===== src/hw/rtl/qsmc_pkg.sv =====
// Package for the queue simulation block: widths, register map and config struct.
// No dependencies; imported by every module of the block.
package qsmc_pkg;

  // Sizing of the simulated queue and of the mean's fraction
  localparam int QUEUE_BITS    = 20;
  localparam int FRACTION_BITS = 12;

  // Field and state widths
  localparam int SMP_W    = 16;
  localparam int QLEN_W   = 20;
  localparam int SUM_W    = 44;
  localparam int STEP_W   = 24;
  localparam int STABLE_W = 16;
  localparam int MEAN_W   = 32;
  localparam int TOL_W    = 24;
  localparam int PROD_W   = MEAN_W + TOL_W;
  localparam int DIVD_W   = SUM_W + FRACTION_BITS;

  // APB port
  localparam int APB_AW = 5;
  localparam int APB_DW = 32;

  // Register indexes (byte address / 4)
  typedef logic [2:0] reg_idx_t;
  localparam reg_idx_t REG_ZERO_LIM = 3'd0;
  localparam reg_idx_t REG_ONE_LIM  = 3'd1;
  localparam reg_idx_t REG_HALF_TOL = 3'd2;
  localparam reg_idx_t REG_STABLE   = 3'd3;
  localparam reg_idx_t REG_STEP_LIM = 3'd4;

  // Configuration seen by the datapath
  typedef struct packed {
    logic [SMP_W-1:0]    zero_lim;
    logic [SMP_W-1:0]    one_lim;
    logic [TOL_W-1:0]    half_tol;
    logic [STABLE_W-1:0] stable_needed;
    logic [STEP_W-1:0]   step_limit;
  } cfg_t;

endpackage


===== src/hw/rtl/qsmc_cfg.sv =====
// APB configuration registers of the queue simulation block.
// Depends on qsmc_pkg.
module qsmc_cfg
  import qsmc_pkg::*;
(
  input  logic              clk_i,
  input  logic              rst_ni,
  input  logic              psel,
  input  logic              penable,
  input  logic              pwrite,
  input  logic [APB_AW-1:0] paddr,
  input  logic [APB_DW-1:0] pwdata,
  output logic [APB_DW-1:0] prdata,
  output logic              pready,
  output cfg_t              cfg_o
);

  cfg_t     cfg_q;
  reg_idx_t idx;
  logic     wr_en;

  assign idx    = paddr[APB_AW-1:2];
  assign wr_en  = psel & penable & pwrite;
  assign pready = 1'b1;
  assign cfg_o  = cfg_q;

  // Register writes
  always_ff @(posedge clk_i or negedge rst_ni) begin
    if (!rst_ni) begin
      cfg_q.zero_lim      <= SMP_W'(32768);
      cfg_q.one_lim       <= SMP_W'(65535);
      cfg_q.half_tol      <= TOL_W'(8389);
      cfg_q.stable_needed <= STABLE_W'(1000);
      cfg_q.step_limit    <= STEP_W'(1000000);
    end else if (wr_en) begin
      case (idx)
        REG_ZERO_LIM: cfg_q.zero_lim      <= pwdata[SMP_W-1:0];
        REG_ONE_LIM:  cfg_q.one_lim       <= pwdata[SMP_W-1:0];
        REG_HALF_TOL: cfg_q.half_tol      <= pwdata[TOL_W-1:0];
        REG_STABLE:   cfg_q.stable_needed <= pwdata[STABLE_W-1:0];
        REG_STEP_LIM: cfg_q.step_limit    <= pwdata[STEP_W-1:0];
        default: ;
      endcase
    end
  end

  // Read mux
  always_comb begin
    case (idx)
      REG_ZERO_LIM: prdata = APB_DW'(cfg_q.zero_lim);
      REG_ONE_LIM:  prdata = APB_DW'(cfg_q.one_lim);
      REG_HALF_TOL: prdata = APB_DW'(cfg_q.half_tol);
      REG_STABLE:   prdata = APB_DW'(cfg_q.stable_needed);
      REG_STEP_LIM: prdata = APB_DW'(cfg_q.step_limit);
      default:      prdata = '0;
    endcase
  end

endmodule


===== src/hw/rtl/qsmc_mul.sv =====
// Bit-serial shift-add multiplier: mean reference times half tolerance.
// Depends on qsmc_pkg; one multiplier bit per cycle.
module qsmc_mul
  import qsmc_pkg::*;
(
  input  logic              clk_i,
  input  logic              rst_ni,
  input  logic              start_i,
  input  logic [MEAN_W-1:0] a_i,
  input  logic [TOL_W-1:0]  b_i,
  output logic [PROD_W-1:0] product_o,
  output logic              busy_o
);

  localparam int CNT_W = $clog2(TOL_W);

  logic [PROD_W-1:0] acc_q, mcand_q;
  logic [TOL_W-1:0]  mplier_q;
  logic [CNT_W-1:0]  cnt_q;
  logic              busy_q;

  assign product_o = acc_q;
  assign busy_o    = busy_q;

  // One partial product per cycle, LSB of the multiplier first
  always_ff @(posedge clk_i or negedge rst_ni) begin
    if (!rst_ni) begin
      busy_q   <= 1'b0;
      cnt_q    <= '0;
      acc_q    <= '0;
      mcand_q  <= '0;
      mplier_q <= '0;
    end else if (start_i) begin
      busy_q   <= 1'b1;
      cnt_q    <= '0;
      acc_q    <= '0;
      mcand_q  <= PROD_W'(a_i);
      mplier_q <= b_i;
    end else if (busy_q) begin
      if (mplier_q[0]) begin
        acc_q <= acc_q + mcand_q;
      end
      mcand_q  <= {mcand_q[PROD_W-2:0], 1'b0};
      mplier_q <= {1'b0, mplier_q[TOL_W-1:1]};
      cnt_q    <= cnt_q + CNT_W'(1);
      if (cnt_q == CNT_W'(TOL_W - 1)) begin
        busy_q <= 1'b0;
      end
    end
  end

endmodule


===== src/hw/rtl/qsmc_div.sv =====
// Restoring bit-serial divider for the running mean, saturating at MEAN_W bits.
// Depends on qsmc_pkg; one quotient bit per cycle.
module qsmc_div
  import qsmc_pkg::*;
(
  input  logic              clk_i,
  input  logic              rst_ni,
  input  logic              start_i,
  input  logic [DIVD_W-1:0] dividend_i,
  input  logic [STEP_W-1:0] divisor_i,
  output logic [MEAN_W-1:0] quotient_o,
  output logic              busy_o
);

  localparam int CNT_W = $clog2(MEAN_W);
  localparam int TOP_W = DIVD_W - MEAN_W;
  localparam int CMP_W = (TOP_W > STEP_W) ? TOP_W : STEP_W;

  logic [STEP_W-1:0] rem_q, div_q;
  logic [MEAN_W-1:0] quo_q;
  logic [CNT_W-1:0]  cnt_q;
  logic              busy_q, sat_q;
  logic [TOP_W-1:0]  top;
  logic [STEP_W:0]   trial;
  logic              ge;

  assign top        = dividend_i[DIVD_W-1:MEAN_W];
  assign trial      = {rem_q, quo_q[MEAN_W-1]};
  assign ge         = trial >= {1'b0, div_q};
  assign quotient_o = sat_q ? '1 : quo_q;
  assign busy_o     = busy_q;

  // Upper dividend part preloads the remainder; a quotient that cannot fit
  // is caught up front and forced to all ones
  always_ff @(posedge clk_i or negedge rst_ni) begin
    if (!rst_ni) begin
      busy_q <= 1'b0;
      sat_q  <= 1'b0;
      cnt_q  <= '0;
      rem_q  <= '0;
      div_q  <= '0;
      quo_q  <= '0;
    end else if (start_i) begin
      busy_q <= 1'b1;
      sat_q  <= CMP_W'(top) >= CMP_W'(divisor_i);
      cnt_q  <= '0;
      rem_q  <= STEP_W'(top);
      div_q  <= divisor_i;
      quo_q  <= dividend_i[MEAN_W-1:0];
    end else if (busy_q) begin
      rem_q <= ge ? STEP_W'(trial - {1'b0, div_q}) : trial[STEP_W-1:0];
      quo_q <= {quo_q[MEAN_W-2:0], ge};
      cnt_q <= cnt_q + CNT_W'(1);
      if (cnt_q == CNT_W'(MEAN_W - 1)) begin
        busy_q <= 1'b0;
      end
    end
  end

endmodule


===== src/hw/rtl/queue_sim_mean_convergence_top.sv =====
// Top level of the queue simulation block: step sequencer, run state, output register.
// Depends on qsmc_pkg, qsmc_cfg, qsmc_mul, qsmc_div.
//
//  channel | handshake                   | payload
//  --------+-----------------------------+---------------------------------------
//  in      | in_valid_i / in_stall_o     | random_sample_i, restart_i
//  out     | out_valid_o / out_stall_i   | queue_length_o, mean_q12_o, steps_done_o,
//          |                             | converged_o, run_over_o
//  cfg     | APB psel/penable/pwrite     | paddr, pwdata, prdata
//
// A step runs S_LOAD, S_INIT, S_DIV, S_MEAN, S_UPD and S_OUT; S_DIV waits for the serial
// divider (one quotient bit per cycle) and for the tolerance product, which is formed
// bit-serially alongside it. Once the run is over a request goes from S_LOAD to S_OUT.
// Reset restores the register defaults and clears the run. The result sits in an
// output register, so the next request is taken while a result is still stalled.
module queue_sim_mean_convergence_top
  import qsmc_pkg::*;
(
  input  logic              clk_i,
  input  logic              rst_ni,
  input  logic              in_valid_i,
  output logic              in_stall_o,
  input  logic [SMP_W-1:0]  random_sample_i,
  input  logic              restart_i,
  output logic              out_valid_o,
  input  logic              out_stall_i,
  output logic [QLEN_W-1:0] queue_length_o,
  output logic [MEAN_W-1:0] mean_q12_o,
  output logic [STEP_W-1:0] steps_done_o,
  output logic              converged_o,
  output logic              run_over_o,
  input  logic              psel,
  input  logic              penable,
  input  logic              pwrite,
  input  logic [APB_AW-1:0] paddr,
  input  logic [APB_DW-1:0] pwdata,
  output logic [APB_DW-1:0] prdata,
  output logic              pready
);

  typedef enum logic [2:0] {
    S_IDLE, S_LOAD, S_INIT, S_DIV, S_MEAN, S_UPD, S_OUT
  } state_e;

  state_e state_q;
  cfg_t   cfg;

  // Run state
  logic [QUEUE_BITS-1:0] queue_q;
  logic [SUM_W-1:0]      sum_q;
  logic [STEP_W-1:0]     step_q;
  logic [STABLE_W-1:0]   stable_q;
  logic [MEAN_W-1:0]     ref_q, last_mean_q, diff_q;
  logic                  done_q, conv_q;
  logic [SMP_W-1:0]      sample_q;

  // Output register
  logic                  out_valid_q;
  logic [QLEN_W-1:0]     qlen_oq;
  logic [MEAN_W-1:0]     mean_oq;
  logic [STEP_W-1:0]     steps_oq;
  logic                  conv_oq, over_oq;

  // Step datapath
  logic [1:0]            arrivals;
  logic [QUEUE_BITS:0]   q_sum;
  logic [QUEUE_BITS-1:0] q_sat, q_next;
  logic [SUM_W:0]        sum_wide;
  logic [SUM_W-1:0]      sum_next;
  logic [STEP_W-1:0]     step_next;
  logic [MEAN_W-1:0]     mean, diff;
  logic                  in_band;
  logic [STABLE_W-1:0]   stable_next;
  logic                  conv_next;

  // Serial units
  logic                  unit_start, mul_busy, div_busy;
  logic [PROD_W-1:0]     band_prod;

  qsmc_cfg u_cfg (
    .clk_i, .rst_ni, .psel, .penable, .pwrite, .paddr, .pwdata, .prdata, .pready,
    .cfg_o (cfg)
  );

  assign unit_start = (state_q == S_INIT);

  qsmc_mul u_mul (
    .clk_i, .rst_ni,
    .start_i   (unit_start),
    .a_i       (ref_q),
    .b_i       (cfg.half_tol),
    .product_o (band_prod),
    .busy_o    (mul_busy)
  );

  qsmc_div u_div (
    .clk_i, .rst_ni,
    .start_i    (unit_start),
    .dividend_i ({sum_q, {FRACTION_BITS{1'b0}}}),
    .divisor_i  (step_q),
    .quotient_o (mean),
    .busy_o     (div_busy)
  );

  // Arrivals, queue update, sum and step count
  always_comb begin
    if (sample_q < cfg.zero_lim)     arrivals = 2'd0;
    else if (sample_q < cfg.one_lim) arrivals = 2'd1;
    else                             arrivals = 2'd2;
    q_sum     = {1'b0, queue_q} + (QUEUE_BITS+1)'(arrivals);
    q_sat     = q_sum[QUEUE_BITS] ? '1 : q_sum[QUEUE_BITS-1:0];
    q_next    = (q_sat != '0) ? q_sat - QUEUE_BITS'(1) : q_sat;
    sum_wide  = {1'b0, sum_q} + (SUM_W+1)'(q_next);
    sum_next  = sum_wide[SUM_W] ? '1 : sum_wide[SUM_W-1:0];
    step_next = (step_q != '1) ? step_q + STEP_W'(1) : step_q;
  end

  // Band test and convergence
  always_comb begin
    diff        = (mean >= ref_q) ? mean - ref_q : ref_q - mean;
    in_band     = {diff_q, {TOL_W{1'b0}}} < band_prod;
    if (!in_band)              stable_next = '0;
    else if (stable_q != '1)   stable_next = stable_q + STABLE_W'(1);
    else                       stable_next = stable_q;
    conv_next   = stable_next >= cfg.stable_needed;
  end

  assign in_stall_o     = (state_q != S_IDLE);
  assign out_valid_o    = out_valid_q;
  assign queue_length_o = qlen_oq;
  assign mean_q12_o     = mean_oq;
  assign steps_done_o   = steps_oq;
  assign converged_o    = conv_oq;
  assign run_over_o     = over_oq;

  // Sequencer, run state and output register
  always_ff @(posedge clk_i or negedge rst_ni) begin
    if (!rst_ni) begin
      state_q     <= S_IDLE;
      queue_q     <= '0;
      sum_q       <= '0;
      step_q      <= '0;
      stable_q    <= '0;
      ref_q       <= '0;
      last_mean_q <= '0;
      diff_q      <= '0;
      done_q      <= 1'b0;
      conv_q      <= 1'b0;
      sample_q    <= '0;
      out_valid_q <= 1'b0;
      qlen_oq     <= '0;
      mean_oq     <= '0;
      steps_oq    <= '0;
      conv_oq     <= 1'b0;
      over_oq     <= 1'b0;
    end else begin
      // result taken and no new one loaded this cycle
      if (out_valid_q && !out_stall_i && state_q != S_OUT) begin
        out_valid_q <= 1'b0;
      end
      case (state_q)
        S_IDLE: begin
          if (in_valid_i) begin
            sample_q <= random_sample_i;
            if (restart_i) begin
              queue_q     <= '0;
              sum_q       <= '0;
              step_q      <= '0;
              stable_q    <= '0;
              ref_q       <= '0;
              last_mean_q <= '0;
              done_q      <= 1'b0;
              conv_q      <= 1'b0;
            end
            state_q <= S_LOAD;
          end
        end
        S_LOAD: begin
          if (done_q) begin
            state_q <= S_OUT;
          end else begin
            queue_q <= q_next;
            sum_q   <= sum_next;
            step_q  <= step_next;
            state_q <= S_INIT;
          end
        end
        S_INIT: state_q <= S_DIV;
        S_DIV: begin
          if (!div_busy && !mul_busy) begin
            state_q <= S_MEAN;
          end
        end
        S_MEAN: begin
          last_mean_q <= mean;
          diff_q      <= diff;
          state_q     <= S_UPD;
        end
        S_UPD: begin
          stable_q <= stable_next;
          if (!in_band) begin
            ref_q <= last_mean_q;
          end
          conv_q  <= conv_next;
          done_q  <= conv_next || (step_q >= cfg.step_limit);
          state_q <= S_OUT;
        end
        S_OUT: begin
          if (!out_valid_q || !out_stall_i) begin
            out_valid_q <= 1'b1;
            qlen_oq     <= QLEN_W'(queue_q);
            mean_oq     <= last_mean_q;
            steps_oq    <= step_q;
            conv_oq     <= conv_q;
            over_oq     <= done_q;
            state_q     <= S_IDLE;
          end
        end
        default: state_q <= S_IDLE;
      endcase
    end
  end

endmodule

===== config.mk =====
export PLATFORM = sky130hd
export DESIGN_NAME = queue_sim_mean_convergence_top
export DESIGN_NICKNAME = d
export VERILOG_FILES = /design/src/hw/rtl/qsmc_pkg.sv /design/src/hw/rtl/qsmc_cfg.sv /design/src/hw/rtl/qsmc_mul.sv /design/src/hw/rtl/qsmc_div.sv /design/src/hw/rtl/queue_sim_mean_convergence_top.sv
export SDC_FILE = /design/constraint.sdc
export NUM_CORES = 2
export LEC_CHECK = 0
export ABC_CLOCK_PERIOD_IN_PS = 7600
export BUFFER_PORTS_ARGS = -buffer_cell sky130_fd_sc_hd__buf_4
export CAP_MARGIN = 0
export CORE_MARGIN = 4
export CORE_UTILIZATION = 42
export DETAILED_ROUTE_END_ITERATION = 10
export HOLD_SLACK_MARGIN = 0.08
export SLEW_MARGIN = 5
export SYNTH_ARGS = -nofsm -noshare
export SYNTH_HDL_FRONTEND = slang
export SYNTH_SLANG_ARGS = --single-unit
export TNS_END_PERCENT = 100

===== constraint.sdc =====
create_clock -name clk_i -period 7.6 [get_ports clk_i]
set_input_delay 1.52 -clock clk_i [delete_from_list [all_inputs] [get_ports clk_i]]
set_output_delay 1.52 -clock clk_i [all_outputs]
set_load 0.05 [all_outputs]

==> results.tsv <==
metric	value	unit
Synth Flop Type	dfrtp_1	
FMAX	0.135	GHz
Logic pwr share	52.9	%
CP arrival	7.93	ns
Place WS	-0.373	ns
Post-synth EDFFs	0	
CP startpoint	u_cfg.cfg_o[65]	
max_cap viols	0	
Ys Warns	0	
RSZ-0062 raised after global routing	true	
input/output buffers	154	
Yosys cell types	91	
design area	45200	um^2
Design Power	20.7	mW
final cell count without fillers	5839	
TritonCTS clock tree	built	
die height	314	um
largest net degree at the start of global routing	160	
DRT antenna net count	0	
clk buf depth	3	
DIE WIDTH	314	um
WS Path Type	reg -> reg	
Worst VDD drop	0.235	mV
core box area	93200	um^2
post-detail-place hpwl	81800	um
Power Internal	11.4	mW
outcome	completed	
register area share after synthesis	39.8	%
hold_ws	0.483	ns
synthesized area	39400	um^2
via count	32305	
clk sinks	625	
DR WL/cell	19.4	um
most frequent CP cell	a21o_1	
r2r setup slk	0.18	ns
Net Sw Frac	44.9	%
worst setup margin	0.183	ns
FP Rows	112	
CP Launch Type	register	
cells on worst reg2reg path	36	
Flop pwr share	28.3	%
I/O pin total	174	
Clock transition at path regs	0.06	ns
layout cells sized above 1	14.4	%
antenna violations before repair	1	
die area	98800	um^2
htree depth	3	
vias in the first global route	31955	
grt total ovfl	0	
Final Util	48.5	%
Data required, critical path	8.11	ns
sw power	9.29	mW
Critical Path Fanout Max	7	
P&R area growth vs syn	14.6	%
flops & latches, synth	625	
first-pass GRT wire length	181000	um
final setup fails	0	
skew final	0.0288	ns
vias per cell	5.53	
drt pass-1 iters	5	
slew margin rel.	23.9	%
TritonCTS buffer count	75	
Tot GR Track Use	22.7	%
hold path depth	2	
placed inst area	42100	um^2
CP endpoint kind	register	
max incr delay on CP	0.53	ns
worst skew pair latency	0.65	ns
Synth Area per Inst	8.98	um^2
hold path start	queue_length_o[1]	
Synth Instances	4388	
drt total wl	113000	um
Slowest-stage cell, CP	dfstp_2	
final-report max-slew violation count	0	
ys async rst share	100	%
placed insts	5681	
DRC	0	
1st-iter DRT viols	2117	
Final period util	97.6	%
Final min period	7.42	ns
Final #Nets	4884	
placer congestion estimate	0.915	
Clock power frac	18.7	%
HP Class	reg -> reg	
Root Buffer	clkbuf_16	
worst slew pin tran	1.14	ns
LEAKAGE	21.8	nW
Fin. Hold Viols	0	
R2R Path Start	u_cfg.cfg_o[65]	
power density over the cells	458	nW/um^2
starting density of the core	42.3	%
TNS Setup	0	ns
FF-to-FF End	sum_q[41]	
Hold Path End	queue_length_o[1]	
==> flip-flops by register name, summed over array words and instances, names as in the netlist, 3 cells and up <==
| signal | flops |
|---|---|
| u_mul.mplier_q | 24 |
| u_cfg.cfg_o | 96 |
| u_div.rem_q | 24 |
| stable_q | 16 |
| sum_q | 44 |
| steps_done_o | 24 |
| u_mul.mcand_q | 56 |
| queue_length_o | 20 |
| ref_q | 32 |
| u_div.cnt_q | 5 |
| last_mean_q | 32 |
| u_mul.product_o | 56 |
| u_mul.cnt_q | 5 |
| state_q | 3 |
| mean_q12_o | 32 |
| step_q | 24 |
| u_div.div_q | 24 |
| diff_q | 32 |
| queue_q | 20 |
| u_div.quo_q | 32 |
| sample_q | 16 |
==> worst max-delay path: cells and delay by family (launching register included) <==
kind,cells,cell delay (ns)
xor gates and xnor gates,1,0.19
muxes,1,0.18
and+or+nand+nor,11,1.99
buffers and inverters,5,0.51
DFF,1,0.53
AOI/OAI and AO/OA,14,2.81
adders and majority gates,4,1.05
==> cells in the final DEF (no fill, tap or decap), types with 24 or more instances in the layout <==
cell	instances
dfrtp_1	588
nand4_1	57
a22o_1	49
mux2_2	111
nand2_1	559
nand3_1	73
o22ai_1	27
nor3_1	59
a21o_1	125
buf_4	276
inv_1	273
a31oi_1	39
a211oi_1	24
nand2b_1	32
a21oi_1	265
and3_1	45
clkbuf_16	78
xor2_1	57
xnor2_1	112
ha_1	294
o21ai_0	437
nor2_1	274
nor2b_1	38
mux2i_1	162
dfstp_2	35
o21a_1	29
o21ai_1	25
==> worst max path at each step <==
stage                endpoint  slack (ns)
finish              sum_q[41]        0.18
global route        sum_q[41]       -0.25
CTS                 sum_q[43]        0.03
detailed placement  sum_q[34]       -0.37
global placement    sum_q[32]       -0.25
floorplan           sum_q[42]        0.36
==> synthesized netlist by cell type, types with 17 or more instances <==
master	count	area, um^2
nand4_1	57	357
a21o_1	125	938
nor2b_1	40	250
a31oi_1	41	257
o21bai_1	21	158
ha_1	298	3730
o211ai_1	18	135
a21oi_1	270	1350
mux2i_1	162	1620
buf_2	18	90.1
mux2_2	111	1250
a221o_1	20	200
xnor2_1	114	998
a211oi_1	27	203
or3_1	18	113
nor3_1	63	315
dfstp_2	35	920
o21ai_1	25	125
inv_1	275	1030
and4_1	17	149
o21a_1	31	233
nand2_1	564	2120
xor2_1	57	499
nor2_1	278	1040
o21ai_0	440	2200
clkbuf_1	186	698
and3_1	48	300
dfrtp_1	590	14800
a22o_1	49	429
nand2b_1	32	200
o22ai_1	27	169
nand3_1	74	370
==> power groups by stage <==
stage               Sequential (mW)  Clock (mW)  Combinational, mW
floorplan                      5.76           0               7.42
global placement               5.88           0               10.6
detailed placement             5.90           0               10.7
CTS                            5.86        3.97               10.8
global route                   6.02        4.11               12.2
finish                         5.86        3.88               11.0
==> repair_timing <==
item	in CTS	in global routing
pin swaps	4	47
buffers inserted	3	11
gates cloned	0	1
gates resized for setup	12	36
hold buffers	0	0
endpoints found under the setup margin	44	44
==> cells by family (layout without fill, tap and decap cells) <==
kind of cell    Yosys count  after routing  share of synthesized area [%]
compound gates         1216           1216                           19.0
xor+xnor                171            171                           3.80
fa+ha+maj               304            304                           9.77
buf+inv                 512            699                           5.14
flops                   625            625                           39.8
mux                     273            273                           7.29
other cells               2             12                         0.0191
simple gates           1285           1285                           15.2
==> layer usage <==
metal	track usage (%)	vias up	wire (um)	share of wire (%)
met5	0	-	0	0
met3	2.55	143	4670	4.1
li1	-	15759	-	-
met1	31.9	15778	52400	46
met2	37.4	625	53500	47
met4	6.16	0	2530	2.2
==> cell type report <==
class | count | area, um^2
Fill cell | 8894 | 48000
Multi-Input combinational cell | 3258 | 22000
Sequential cell | 625 | 15700
Clock buffer | 107 | 2250
Timing Repair Buffer | 284 | 2210
Tap cell | 1254 | 1570
Inverter | 275 | 1030
Clock inverter | 33 | 425
Antenna cell | 3 | 7.51
Power figures use the tool's default switching activity.
